### config.mk
export PLATFORM = sky130hd
export DESIGN_NAME = cpu_load_max_monitor_top
export DESIGN_NICKNAME = d
export VERILOG_FILES = /design/src/design/clmm_pkg.sv /design/src/design/clmm_alu.sv /design/src/design/clmm_slot_mem.sv /design/src/design/clmm_ctrl.sv /design/src/design/cpu_load_max_monitor_top.sv
export VERILOG_INCLUDE_DIRS = /design/src /design/src/design
export SDC_FILE = /design/constraint.sdc
export NUM_CORES = 2
export LEC_CHECK = 0
export BUFFER_PORTS_ARGS = -buffer_cell sky130_fd_sc_hd__buf_2
export CORE_MARGIN = 2
export CORE_UTILIZATION = 55
export CTS_BUF_LIST = sky130_fd_sc_hd__clkbuf_4 sky130_fd_sc_hd__clkbuf_8
export DETAILED_ROUTE_END_ITERATION = 10
export PLACE_DENSITY = 0.75
export SLEW_MARGIN = 40
export SYNTH_ARGS = -nofsm -noshare
export SYNTH_HDL_FRONTEND = slang
export SYNTH_HIERARCHICAL = 1
export SYNTH_SLANG_ARGS = --single-unit
### constraint.sdc
create_clock -name clk -period 14.2 [get_ports clk]
set_input_delay 0 -clock clk [delete_from_list [all_inputs] [get_ports clk]]
set_output_delay 0 -clock clk [all_outputs]
set_load 0.005 [all_outputs]
### src/design/cpu_load_max_monitor_top_assert.svh
// assertion helpers shared by the monitor rtl
`ifndef CPU_LOAD_MAX_MONITOR_TOP_ASSERT_SVH
`define CPU_LOAD_MAX_MONITOR_TOP_ASSERT_SVH

// same-cycle implication, checked outside reset
`define CLMM_AST_IMP(name, ante, cons, msg) \
  name: assert property (@(posedge clk) disable iff (rst) (ante) |-> (cons)) \
    else $error(msg);

// next-cycle implication, checked outside reset
`define CLMM_AST_NXT(name, ante, cons, msg) \
  name: assert property (@(posedge clk) disable iff (rst) (ante) |=> (cons)) \
    else $error(msg);

`endif

### src/design/clmm_pkg.sv
package clmm_pkg;

  localparam int CPU_SLOTS_DEF = 8;
  localparam int SLOT_IN_W     = 3;
  localparam int TIME_W        = 64;
  localparam int LOAD_W        = 7;
  // product busy*100 fits 71 bits, one more for the borrow-free compare
  localparam int ACC_W         = TIME_W + LOAD_W + 1;
  localparam int STEP_W        = 3;

  localparam logic [LOAD_W-1:0] LOAD_FULL = LOAD_W'(100);
  localparam logic [STEP_W-1:0] DIV_TOP   = STEP_W'(LOAD_W - 1);

  typedef enum logic [2:0] {
    S_IDLE,
    S_TOT,
    S_IDL,
    S_BUSY,
    S_M1,
    S_M2,
    S_DIV,
    S_FIN
  } clmm_state_t;

  // samp_we: item taken, write the new sample and read the old slot state
  // load_we: write the finished load back to the slot
  typedef struct packed {
    logic samp_we;
    logic load_we;
  } clmm_mem_cmd_t;

  typedef struct packed {
    logic              valid;
    logic [LOAD_W-1:0] load;
    logic              pass_end;
  } clmm_res_t;

  // slot index modulo the slot count, by repeated subtraction
  function automatic logic [SLOT_IN_W-1:0] slot_reduce(input logic [SLOT_IN_W-1:0] s,
                                                        input int unsigned n);
    logic [SLOT_IN_W-1:0] r;
    r = s;
    for (int i = 0; i < (1 << SLOT_IN_W) - 1; i++) begin
      if (n < (1 << SLOT_IN_W) && 32'(r) >= n) begin
        r = r - SLOT_IN_W'(n);
      end
    end
    return r;
  endfunction

endpackage

### src/design/clmm_alu.sv
module clmm_alu
  import clmm_pkg::*;
(
  input  logic [ACC_W-1:0] a,
  input  logic [ACC_W-1:0] b,
  input  logic             sub,
  output logic [ACC_W-1:0] sum,
  output logic             borrow
);

  logic [ACC_W:0] ext;

  // one adder: a + b, or a + ~b + 1 with carry out as not-borrow
  assign ext = {1'b0, a} + {1'b0, (sub ? ~b : b)} + (ACC_W + 1)'(sub);
  assign sum    = ext[ACC_W-1:0];
  assign borrow = sub & ~ext[ACC_W];

endmodule

### src/design/clmm_slot_mem.sv
module clmm_slot_mem
  import clmm_pkg::*;
#(
  parameter int CPU_SLOTS = CPU_SLOTS_DEF
) (
  input  logic                clk,
  input  logic                rst,
  input  clmm_mem_cmd_t       cmd,
  input  logic [((CPU_SLOTS > 1) ? $clog2(CPU_SLOTS) : 1)-1:0] addr,
  input  logic [TIME_W-1:0]   wr_idle,
  input  logic [TIME_W-1:0]   wr_wall,
  input  logic [LOAD_W-1:0]   wr_load,
  output logic [TIME_W-1:0]   rd_idle,
  output logic [TIME_W-1:0]   rd_wall,
  output logic [LOAD_W-1:0]   rd_load
);

  logic [TIME_W-1:0] idle_mem [CPU_SLOTS];
  logic [TIME_W-1:0] wall_mem [CPU_SLOTS];
  logic [LOAD_W-1:0] load_mem [CPU_SLOTS];
  logic [CPU_SLOTS-1:0] samp_vld;
  logic [CPU_SLOTS-1:0] load_vld;

  logic [TIME_W-1:0] idle_raw;
  logic [TIME_W-1:0] wall_raw;
  logic [LOAD_W-1:0] load_raw;
  logic              samp_hit;
  logic              load_hit;

  always_ff @(posedge clk) begin
    if (cmd.samp_we) begin
      idle_mem[addr] <= wr_idle;
      wall_mem[addr] <= wr_wall;
      idle_raw       <= idle_mem[addr];
      wall_raw       <= wall_mem[addr];
      load_raw       <= load_mem[addr];
    end
    if (cmd.load_we) begin
      load_mem[addr] <= wr_load;
    end
  end

  // never-written entries read as zero
  always_ff @(posedge clk) begin
    if (rst) begin
      samp_vld <= '0;
      load_vld <= '0;
      samp_hit <= 1'b0;
      load_hit <= 1'b0;
    end else begin
      if (cmd.samp_we) begin
        samp_hit       <= samp_vld[addr];
        load_hit       <= load_vld[addr];
        samp_vld[addr] <= 1'b1;
      end
      if (cmd.load_we) begin
        load_vld[addr] <= 1'b1;
      end
    end
  end

  assign rd_idle = samp_hit ? idle_raw : '0;
  assign rd_wall = samp_hit ? wall_raw : '0;
  assign rd_load = load_hit ? load_raw : '0;

endmodule

### src/design/clmm_ctrl.sv
`include "cpu_load_max_monitor_top_assert.svh"

module clmm_ctrl
  import clmm_pkg::*;
#(
  parameter int CPU_SLOTS = CPU_SLOTS_DEF
) (
  input  logic                 clk,
  input  logic                 rst,
  input  logic                 in_valid,
  output logic                 in_stall,
  input  logic [SLOT_IN_W-1:0] cpu_slot,
  input  logic [TIME_W-1:0]    idle_time_us,
  input  logic [TIME_W-1:0]    wall_time_us,
  input  logic                 pass_end,
  output clmm_mem_cmd_t        mem_cmd,
  output logic [((CPU_SLOTS > 1) ? $clog2(CPU_SLOTS) : 1)-1:0] mem_addr,
  output logic [LOAD_W-1:0]    mem_wr_load,
  input  logic [TIME_W-1:0]    mem_rd_idle,
  input  logic [TIME_W-1:0]    mem_rd_wall,
  input  logic [LOAD_W-1:0]    mem_rd_load,
  output logic [ACC_W-1:0]     alu_a,
  output logic [ACC_W-1:0]     alu_b,
  output logic                 alu_sub,
  input  logic [ACC_W-1:0]     alu_sum,
  input  logic                 alu_borrow,
  output clmm_res_t            res,
  input  logic                 res_free
);

  localparam int SLOT_W = (CPU_SLOTS > 1) ? $clog2(CPU_SLOTS) : 1;

  clmm_state_t state, state_next;

  logic [SLOT_W-1:0]    slot_q;
  logic [TIME_W-1:0]    idle_q;
  logic [TIME_W-1:0]    wall_q;
  logic                 end_q;
  logic [TIME_W-1:0]    total;
  logic [TIME_W-1:0]    busy;
  logic [ACC_W-1:0]     acc;
  logic [LOAD_W-1:0]    quo;
  logic [STEP_W-1:0]    step;
  logic                 zero_tot;

  logic [SLOT_IN_W-1:0] slot_red;
  logic [SLOT_W-1:0]    slot_in;
  logic                 accept;
  logic [LOAD_W-1:0]    load_fin;

  assign slot_red = slot_reduce(cpu_slot, CPU_SLOTS);
  assign slot_in  = SLOT_W'(slot_red);
  assign accept   = in_valid && !in_stall;
  assign load_fin = zero_tot ? mem_rd_load : ((quo > LOAD_FULL) ? LOAD_FULL : quo);

  always_ff @(posedge clk) begin
    if (rst) begin
      state <= S_IDLE;
    end else begin
      state <= state_next;
    end
  end

  always_comb begin
    state_next = state;
    case (state)
      S_IDLE: if (accept) state_next = S_TOT;
      S_TOT:  state_next = S_IDL;
      S_IDL:  state_next = S_BUSY;
      S_BUSY: state_next = (total == '0) ? S_FIN : S_M1;
      S_M1:   state_next = S_M2;
      S_M2:   state_next = S_DIV;
      S_DIV:  if (step == '0) state_next = S_FIN;
      S_FIN:  if (res_free) state_next = S_IDLE;
      default: state_next = S_IDLE;
    endcase
  end

  always_comb begin
    in_stall        = 1'b1;
    mem_cmd.samp_we = 1'b0;
    mem_cmd.load_we = 1'b0;
    mem_addr        = slot_q;
    mem_wr_load     = load_fin;
    alu_a           = '0;
    alu_b           = '0;
    alu_sub         = 1'b1;
    res.valid       = 1'b0;
    res.load        = load_fin;
    res.pass_end    = end_q;
    case (state)
      S_IDLE: begin
        in_stall        = 1'b0;
        mem_addr        = slot_in;
        mem_cmd.samp_we = in_valid;
      end
      S_TOT: begin
        alu_a = ACC_W'(wall_q);
        alu_b = ACC_W'(mem_rd_wall);
      end
      S_IDL: begin
        alu_a = ACC_W'(idle_q);
        alu_b = ACC_W'(mem_rd_idle);
      end
      S_BUSY: begin
        alu_a = ACC_W'(total);
        alu_b = ACC_W'(busy);
      end
      S_M1: begin
        // busy*64 + busy*32
        alu_sub = 1'b0;
        alu_a   = ACC_W'(busy) << 6;
        alu_b   = ACC_W'(busy) << 5;
      end
      S_M2: begin
        // + busy*4
        alu_sub = 1'b0;
        alu_a   = acc;
        alu_b   = ACC_W'(busy) << 2;
      end
      S_DIV: begin
        alu_a = acc;
        alu_b = ACC_W'(total) << step;
      end
      S_FIN: begin
        res.valid       = 1'b1;
        mem_cmd.load_we = res_free;
      end
      default: ;
    endcase
  end

  always_ff @(posedge clk) begin
    case (state)
      S_IDLE: begin
        if (accept) begin
          slot_q <= slot_in;
          idle_q <= idle_time_us;
          wall_q <= wall_time_us;
          end_q  <= pass_end;
        end
      end
      S_TOT: total <= alu_sum[TIME_W-1:0];
      S_IDL: busy  <= alu_sum[TIME_W-1:0];
      S_BUSY: begin
        busy     <= alu_borrow ? '0 : alu_sum[TIME_W-1:0];
        zero_tot <= (total == '0);
      end
      S_M1: begin
        acc  <= alu_sum;
        quo  <= '0;
        step <= DIV_TOP;
      end
      S_M2: acc <= alu_sum;
      S_DIV: begin
        if (!alu_borrow) begin
          acc <= alu_sum;
        end
        quo  <= {quo[LOAD_W-2:0], ~alu_borrow};
        step <= step - STEP_W'(1);
      end
      default: ;
    endcase
  end

  `CLMM_AST_NXT(a_accept_starts, accept, state == S_TOT, "accepted item did not start work")
  `CLMM_AST_IMP(a_busy_le_total, state == S_M1, busy <= total, "busy delta above total")
  `CLMM_AST_IMP(a_quo_bounded, state == S_FIN && !zero_tot, quo <= LOAD_FULL,
                "quotient above full load")

endmodule

### src/design/cpu_load_max_monitor_top.sv
// per-cpu load monitor: each item is one sample of a cpu slot (cumulative idle
// and wall microseconds) and gives one result, the slot's load in percent
// (0..100) and the highest load of the current polling pass; pass_end marks the
// last sample of a pass, its result carries pass_done and the pass maximum then
// starts over from zero. the load is floor(busy*100/total) on the 64-bit deltas
// against the slot's previous sample; a zero wall delta repeats the slot's last
// load, idle beyond wall counts as no busy time. each item runs through the
// deltas, the busy*100 product and a seven-step restoring divide (product and
// divide are skipped when no wall time passed), all on one shared 72-bit
// adder under a small sequencer, and no new item is taken until the result
// has moved into the output register. that register lets the next item start
// while a result still waits on out_stall.
`include "cpu_load_max_monitor_top_assert.svh"

module cpu_load_max_monitor_top
  import clmm_pkg::*;
#(
  parameter int CPU_SLOTS = CPU_SLOTS_DEF
) (
  input  logic                 clk,
  input  logic                 rst,
  input  logic                 in_valid,
  output logic                 in_stall,
  input  logic [SLOT_IN_W-1:0] cpu_slot,
  input  logic [TIME_W-1:0]    idle_time_us,
  input  logic [TIME_W-1:0]    wall_time_us,
  input  logic                 pass_end,
  output logic                 out_valid,
  input  logic                 out_stall,
  output logic [LOAD_W-1:0]    slot_load,
  output logic [LOAD_W-1:0]    max_load,
  output logic                 pass_done
);

  localparam int SLOT_W = (CPU_SLOTS > 1) ? $clog2(CPU_SLOTS) : 1;

  // slot state storage
  clmm_mem_cmd_t     mem_cmd;
  logic [SLOT_W-1:0] mem_addr;
  logic [LOAD_W-1:0] mem_wr_load;
  logic [TIME_W-1:0] mem_rd_idle;
  logic [TIME_W-1:0] mem_rd_wall;
  logic [LOAD_W-1:0] mem_rd_load;

  // shared adder
  logic [ACC_W-1:0]  alu_a;
  logic [ACC_W-1:0]  alu_b;
  logic              alu_sub;
  logic [ACC_W-1:0]  alu_sum;
  logic              alu_borrow;

  // finished load from the sequencer
  clmm_res_t         res;
  logic              res_free;

  // running maximum of the pass
  logic [LOAD_W-1:0] pass_max;
  logic [LOAD_W-1:0] mx;

  clmm_slot_mem #(
    .CPU_SLOTS (CPU_SLOTS)
  ) u_mem (
    .clk     (clk),
    .rst     (rst),
    .cmd     (mem_cmd),
    .addr    (mem_addr),
    .wr_idle (idle_time_us),
    .wr_wall (wall_time_us),
    .wr_load (mem_wr_load),
    .rd_idle (mem_rd_idle),
    .rd_wall (mem_rd_wall),
    .rd_load (mem_rd_load)
  );

  clmm_alu u_alu (
    .a      (alu_a),
    .b      (alu_b),
    .sub    (alu_sub),
    .sum    (alu_sum),
    .borrow (alu_borrow)
  );

  clmm_ctrl #(
    .CPU_SLOTS (CPU_SLOTS)
  ) u_ctrl (
    .clk          (clk),
    .rst          (rst),
    .in_valid     (in_valid),
    .in_stall     (in_stall),
    .cpu_slot     (cpu_slot),
    .idle_time_us (idle_time_us),
    .wall_time_us (wall_time_us),
    .pass_end     (pass_end),
    .mem_cmd      (mem_cmd),
    .mem_addr     (mem_addr),
    .mem_wr_load  (mem_wr_load),
    .mem_rd_idle  (mem_rd_idle),
    .mem_rd_wall  (mem_rd_wall),
    .mem_rd_load  (mem_rd_load),
    .alu_a        (alu_a),
    .alu_b        (alu_b),
    .alu_sub      (alu_sub),
    .alu_sum      (alu_sum),
    .alu_borrow   (alu_borrow),
    .res          (res),
    .res_free     (res_free)
  );

  // output register is free when empty or being taken this cycle
  assign res_free = !out_valid || !out_stall;
  assign mx       = (res.load > pass_max) ? res.load : pass_max;

  always_ff @(posedge clk) begin
    if (rst) begin
      out_valid <= 1'b0;
      pass_max  <= '0;
    end else if (res.valid && res_free) begin
      out_valid <= 1'b1;
      // a pass ends with this item: the next pass starts from zero
      pass_max  <= res.pass_end ? '0 : mx;
    end else if (!out_stall) begin
      out_valid <= 1'b0;
    end
  end

  always_ff @(posedge clk) begin
    if (res.valid && res_free) begin
      slot_load <= res.load;
      max_load  <= mx;
      pass_done <= res.pass_end;
    end
  end

  `CLMM_AST_IMP(a_max_covers_slot, out_valid, max_load >= slot_load,
                "pass maximum below slot load")

endmodule
* Yosys cells after proc, flatten, opt, wreduce, memory -nomap -nowiden *
Memory sizes are Yosys's and may differ from the RTL's. A register that Yosys moved wholly into a read port is not among the register bits.
Index checks and enable logic that the tools add are counted.

operators by class
  $add $sub $neg = 3
  $lt $le $gt $ge = 4
  equal/unequal tests = 12
  shifts and indexed selects = 1
  muxes and demuxes = 39
  bitwise logic cells = 6
  reduce and logical (&&, ||, !) cells = 17

operators by type and width
  kind                                                                      number
  72-bit case mux with 6 select lines                                       1
  72-bit case mux with 5 select lines                                       1
  64-bit 2-to-1 mux                                                         3
  72-bit 2-to-1 mux                                                         2
  72-bit case mux with 2 select lines                                       1
  64-bit case mux with 2 select lines                                       1
  72-bit by 72-bit adder with 73-bit output                                 1
  73-bit by 1-bit adder with 73-bit output                                  1
  72-bit NOT                                                                1
  64-bit by 3-bit left shift with 72-bit output                             1
  64-bit zero test                                                          1
  7-bit 2-to-1 mux                                                          5
  3-bit case mux with 8 select lines                                        1
  8-bit bitwise OR                                                          2
  1-bit 2-to-1 mux                                                          14
  7-bit case mux with 2 select lines                                        1
  3-bit == test (second input constant)                                     4
  3-bit 2-to-1 mux                                                          4
  7-bit > comparator                                                        1
  7-bit > comparator (second input constant)                                1
  1-bit binary-select mux with 3-bit select                                 2
  3-bit by 2-bit == test with 1-bit output (second input constant)          2
  3-bit zero test                                                           2
  2-bit by 1-bit inequality test with 1-bit output (second input constant)  3
  other kinds (17)                                                          26

storage, ports and cells
  flip-flop bits (word level) = 387
  RAM bits = 1080
  input port bits = 136
  output and inout bits = 17
  memories = 3

memories
  memory          depth  width  rd ports  clocked after Yosys merged registers in  wr ports  line                 RTL
  u_mem.idle_mem  8      64     1         1                                        1         clmm_slot_mem.sv:18  logic [TIME_W-1:0] idle_mem [CPU_SLOTS];
  u_mem.wall_mem  8      64     1         1                                        1         clmm_slot_mem.sv:19  logic [TIME_W-1:0] wall_mem [CPU_SLOTS];
  u_mem.load_mem  8      7      1         1                                        1         clmm_slot_mem.sv:20  logic [LOAD_W-1:0] load_mem [CPU_SLOTS];

* Depth between registers and ports, before layout *
  depth after elaboration = 10
  depth in mapped cells = 23
  depth with buffers taken out = 18

* Hierarchy *
The synthesis kept the hierarchy.

by module, submodules not included
  module                    instances  cells each  area an instance (um^2)
  clmm_slot_mem             1          2434        46498.3
  clmm_ctrl                 1          1455        19184.6
  clmm_alu                  1          733         5064.9
  cpu_load_max_monitor_top  1          82          1129.8

* Worst setup path before layout *
OpenSTA, ideal clock, no wires.

  path kind = reg-to-reg
  from = register u_ctrl.state[0]
  to = memory u_mem.idle_mem[3][0] (enable)
  setup time = 619 ps
  data arrival time = 11122 ps
  data required time = 13581 ps
  path slack = 2459 ps
  cell stages (with the launch flop) = 9
  period minus slack after synthesis = 11741 ps
  cells stage by stage = dfxtp_1 > buf_2 > buf_2 > buf_4 > nor3_2 > and2_1 > buf_4 > nand2b_1 > nor2_1

RTL lines
  element                   line                 RTL
  start: declaration        clmm_ctrl.sv:33      clmm_state_t state, state_next;
  start signal: assignment  clmm_ctrl.sv:60      state <= state_next;
  end: declaration          clmm_slot_mem.sv:18

* Worst setup path in the final report *
  from = register u_ctrl.state[0]
  to = register u_ctrl.acc[4] (enable)

between the ends
  elaborated cells on any way between the ends = 20
  classes of those cells = add/sub: 2; eq/ne: 7; mux: 4; bitwise: 3; reduce/logical: 4

RTL lines
  element                                        line                            RTL
  3-bit == test                                  clmm_ctrl.sv:91                 case (state)
  2-bit OR reduction (no source line)            n/a
  72-bit case mux with 5 select lines (*)        clmm_ctrl.sv:91
  net alu_a[0]                                   cpu_load_max_monitor_top.sv:46  logic [ACC_W-1:0] alu_a;
  72-bit by 72-bit adder with 73-bit output (*)  clmm_alu.sv:14                  assign ext = {1'b0, a} + {1'b0, (sub ? ~b : b)} + (ACC_W + 1)'(sub);
  73-bit by 1-bit adder with 73-bit output (*)   clmm_alu.sv:14
  1-bit NOT (*)                                  clmm_alu.sv:16                  assign borrow = sub & ~ext[ACC_W];
  1-bit AND (*)                                  clmm_alu.sv:16
  net alu_borrow                                 cpu_load_max_monitor_top.sv:50  logic alu_borrow;
  2-bit inequality test (no source line) (*)     n/a
  2-bit AND reduction (no source line) (*)       n/a
  end signal: assignment                         clmm_ctrl.sv:150                acc <= alu_sum;
  end signal: assignment                         clmm_ctrl.sv:154                S_M2: acc <= alu_sum;
  end signal: assignment                         clmm_ctrl.sv:157                acc <= alu_sum;
  end: declaration                               clmm_ctrl.sv:41                 logic [ACC_W-1:0] acc;

The timed path passes the listed nets; every way through them passes the cells marked *.
A chain may end at the register's enable or synchronous reset.

==> run_results.csv <==
group,metric,value,unit
status,status,"complete, no violations",
worst_setup_path,r2r-start,"u_ctrl/state[0]$_SDFFE_PP0P_",
yosys,synth_async_sr_flop_share,0,
finish,syn_to_final_growth,13.5,%
global_routing,gr-total-overflow,0,
power_and_ir_drop,p_clk_frac,0.280,
sta,slew_headroom,0.385,
finish,final_util,0.629,
worst_setup_path,critPathMaxFanout,42,
power_and_ir_drop,p_seq_frac,0.468,
power_and_ir_drop,combinationalPowerShare,0.252,
floorplanning,row_count,132,
routing,wl,222,mm
clock_network,cts_buffers,235,
worst_setup_path,crit_cells,19,
yosys,synthFlopType,"edfxtp_1",
worst_setup_path,crit_chain,"nor2b_4, or2_2, buf_4, nand2_1, a21oi_1, mux2i_2, fa_1, nand2b_1, a21oi_1, o31ai_2, o31ai_4, a211oi_2, nor3_1, o22ai_2, o221ai_1, a31oi_1, o21ai_4, buf_4, buf_4",
hold_path,hold_start,"out_stall",
sta,finalHoldViolCount,0,
worst_setup_path,r2r_slack,6.18,ns
sta,finalSetupViolCount,0,
routing,firstDrtPassIters,8,
yosys,syn-num-nets,4922,
clock_network,cts-root-buf,"clkbuf_8",
yosys,synth-compound-area-share,0.110,
clock_network,h-tree-depth,4,
yosys,synthDistinctLibCells,107,
yosys,synth-simple-area-share,0.0564,
routing,vias_per_cell,6.63,
hold_path,hold_path.class,"in -> reg",
global_routing,grt_pass1_wl,318,mm
clock_network,clock_latency,1.00,ns
placement,gp_congestion,0.987,
global_routing,grt_usage,0.332,
worst_setup_path,critical_path_arrival,8.61,ns
clock_network,ctsLongestPathBuffers,3,
routing,drc,0,
power_and_ir_drop,switchingPower,4.26,mW
worst_setup_path,slowest_delay,0.79,ns
worst_setup_path,crit_family,"compound AO/OA/AOI/OAI gates",
routing,postRouteAntennaNets,0,
floorplanning,core,130000,µm²
yosys,synth-seq-cells,1602,
sta,rsz0062_at_grt,"false",
power_and_ir_drop,p_sw_frac,0.325,
worst_setup_path,crit_buf_inv,3,
power_and_ir_drop,powerDensity,161,nW/µm²
worst_setup_path,slowest_stage,"or2_2",
yosys,yosys_warnings,6,
clock_network,path_clk_slew,0.08,ns
sta,finalSetupTns,0,ns
yosys,synth_top_family_by_area,"compound AO/OA/AOI/OAI gates",
placement,place_hpwl,141,mm
sta,slew_viol_final,0,
worst_setup_path,path_class,"reg -> reg",
power_and_ir_drop,irDropWorstVdd,172,µV
floorplanning,io_pins,153,
worst_setup_path,crit_path_end_kind,"flip-flop",
worst_setup_path,start_kind,"flip-flop",
floorplanning,die_area,134000,µm²
worst_setup_path,required,14.78,ns
floorplanning,initial_core_util,0.554,
yosys,synth_fa_ha_area_frac,0.0144,
yosys,netlist_instances,4704,
yosys,synth-xor-area-share,0.0171,
yosys,netlist_area,71900,µm²
floorplanning,die_w,366,µm
yosys,synth_mux_area_frac,0.109,
clock_network,cts.sinks,1602,
routing,drt_iter0_markers,6717,
sta,whs,0.156,ns
clock_network,cts_tree,"yes",
worst_setup_path,crit_start,"u_ctrl/state[0]$_SDFFE_PP0P_",
sta,finalWorstSetupSlack,6.18,ns
yosys,syn_avg_cell_area,15.3,µm²
placement,dp_slack,6.19,ns
worst_setup_path,path_common_cell,"buf_4",
worst_setup_path,critical_path.endpoint,"u_ctrl/acc[4]$_DFFE_PP_",
global_routing,grt_pass1_vias,45200,
finish,layout.nets,5331,
placement,port-buffer-count,152,
sta,layout_min_cycle_time,8.02,ns
finish,final_layout_size_suffix_gt1_frac,0.187,
yosys,synth-seq-area-share,0.665,
global_routing,grt_max_degree,142,
worst_setup_path,r2r-end,"u_ctrl/acc[4]$_DFFE_PP_",
floorplanning,die-height,366,µm
power_and_ir_drop,intPower,8.86,mW
power_and_ir_drop,p_leak,27.9,nW
worst_setup_path,worstRegToRegCells,19,
yosys,synth-edff-count,1573,
routing,via_count,46779,
sta,fmax,125,MHz
power_and_ir_drop,p_total,13.1,mW
sta,worst_pin_slew,0.923,ns
sta,fin_crit_sh,0.565,
global_routing,grt_antenna_before_repair,5,
routing,wl_per_cell,31.5,µm
sta,fin_worst_skew,0.0561,ns
job,cap_violations,0,
[cell type report]
class                   instances  area, µm²
well taps                    1742       2180
repair buffers                515       4400
diodes                          4       10.0
multi-input cells            2710      22300
flip-flops and latches       1602      47800
clock buffers                 306       3800
fillers                      9110      48100
clock inverters               131        812
inverters                      49        189
[state kept, by name, summed over array words and instances, names as in the netlist, 3 cells and up]
| register | cells |
|---|---|
| slot_load | 7 |
| u_ctrl/busy | 64 |
| u_ctrl/total | 64 |
| u_mem/load_raw | 7 |
| u_mem/wall_raw | 64 |
| u_ctrl/idle_q | 64 |
| u_ctrl/slot_q | 3 |
| u_ctrl/step | 3 |
| u_ctrl/wall_q | 64 |
| u_mem/load_mem | 56 |
| u_mem/wall_mem | 512 |
| u_mem/idle_raw | 64 |
| u_ctrl/acc | 72 |
| u_ctrl/quo | 7 |
| pass_max | 7 |
| u_ctrl/state | 3 |
| u_mem/samp_vld | 8 |
| max_load | 7 |
| u_mem/load_vld | 8 |
| u_mem/idle_mem | 512 |
[cells in the final DEF (no fill, tap or decap), types with 151 or more instances in the layout]
| cell type | Yosys | layout |
|---|---|---|
| dlygate4sd3_1 | 0 | 269 |
| a21oi_1 | 257 | 257 |
| edfxtp_1 | 1573 | 1573 |
| nand2_1 | 234 | 234 |
| buf_2 | 109 | 153 |
| a221oi_1 | 174 | 174 |
| clkbuf_8 | 2 | 241 |
| and2_1 | 210 | 207 |
| nor2_1 | 163 | 151 |
| mux2i_1 | 274 | 274 |
[cell usage after synthesis, types with 13 or more instances]
cell type / instances / share of area
a22o_1: 42 / 0.0051
o22ai_1: 76 / 0.0066
and2_1: 210 / 0.018
xnor2_1: 44 / 0.0054
a21oi_1: 257 / 0.018
nand3_1: 17 / 0.0012
mux2_4: 34 / 0.0071
o21ai_1: 54 / 0.0038
nor2b_1: 24 / 0.0021
mux2_2: 123 / 0.019
buf_6: 21 / 0.0033
ha_1: 81 / 0.014
mux2i_1: 274 / 0.038
a211o_1: 16 / 0.0019
and3_1: 15 / 0.0013
o21bai_1: 16 / 0.0017
o21ai_0: 104 / 0.0072
buf_1: 33 / 0.0017
o22a_1: 17 / 0.0021
nor4_1: 16 / 0.0014
nor3_1: 16 / 0.0011
xor2_1: 96 / 0.012
clkbuf_1: 131 / 0.0068
mux4_2: 128 / 0.040
nand2_1: 234 / 0.012
a221oi_2: 13 / 0.0027
nand2b_1: 27 / 0.0023
buf_2: 109 / 0.0076
a211oi_1: 13 / 0.0014
dfxtp_1: 29 / 0.0081
edfxtp_1: 1573 / 0.66
a22oi_1: 144 / 0.015
a221oi_1: 174 / 0.021
nand4_1: 29 / 0.0025
a21o_1: 25 / 0.0026
o221ai_1: 51 / 0.0062
nor2_1: 163 / 0.0085
buf_4: 46 / 0.0048
inv_1: 45 / 0.0023
[power groups by stage]
stage	logic, mW	registers, mW	clock network, mW
floorplan	2.15	6.05	0
global placement	3.10	6.21	0
detailed placement	3.14	6.22	0
CTS	3.21	6.12	3.69
global route	3.49	6.15	3.90
finish	3.31	6.14	3.67
[per-stage QoR]
step / area, µm² / instances
final: 81600 / 7059
after global routing: 81600 / 7057
after CTS: 81500 / 7054
after detailed placement: 74200 / 6348
after global placement: 73900 / 6337
after floorplan: 71900 / 4704
[cells by family (layout without fill, tap and decap cells)]
group	count (synthesis)	count (layout)
flip-flops	1602	1602
AO/OA/AOI/OAI	1114	1114
AND/OR/NAND/NOR	794	794
multiplexers	579	579
buffers and inverters	392	1001
XOR/XNOR	140	140
adder cells (fa/ha/maj)	82	82
other	1	5
[worst min path at each step]
stage	to	cells after the start
floorplan	u_ctrl/state[0]$_SDFFE_PP0P_	1
global placement	u_ctrl/end_q$_DFFE_PP_	1
detailed placement	u_ctrl/end_q$_DFFE_PP_	1
CTS	max_load[4]$_DFFE_PP_	4
global route	slot_load[3]$_DFFE_PP_	4
finish	max_load[4]$_DFFE_PP_	4
[worst min-delay path: stages]
cell and delay [ns]:
dlygate4sd3_1 0.53, buf_2 0.14, a21boi_2 0.07, buf_4 0.21
[layer usage]
metal  track usage  part of all wire  wire [µm]  vias up
met2         0.505              0.46     101000     3158
met1         0.451              0.38      83800    23510
li1              -                 -          -    19580
met3        0.0627              0.10      23200      529
met5             0          0.000049         11        -
met4         0.189             0.062      13900        2
[repair_timing]
item                      4_1_cts  5_1_grt
resized for setup               0        0
buffers inserted                0        0
hold endpoints to repair     1273        0
hold buffers                  269        0
No activity file was read; power rests on OpenSTA's default activity.
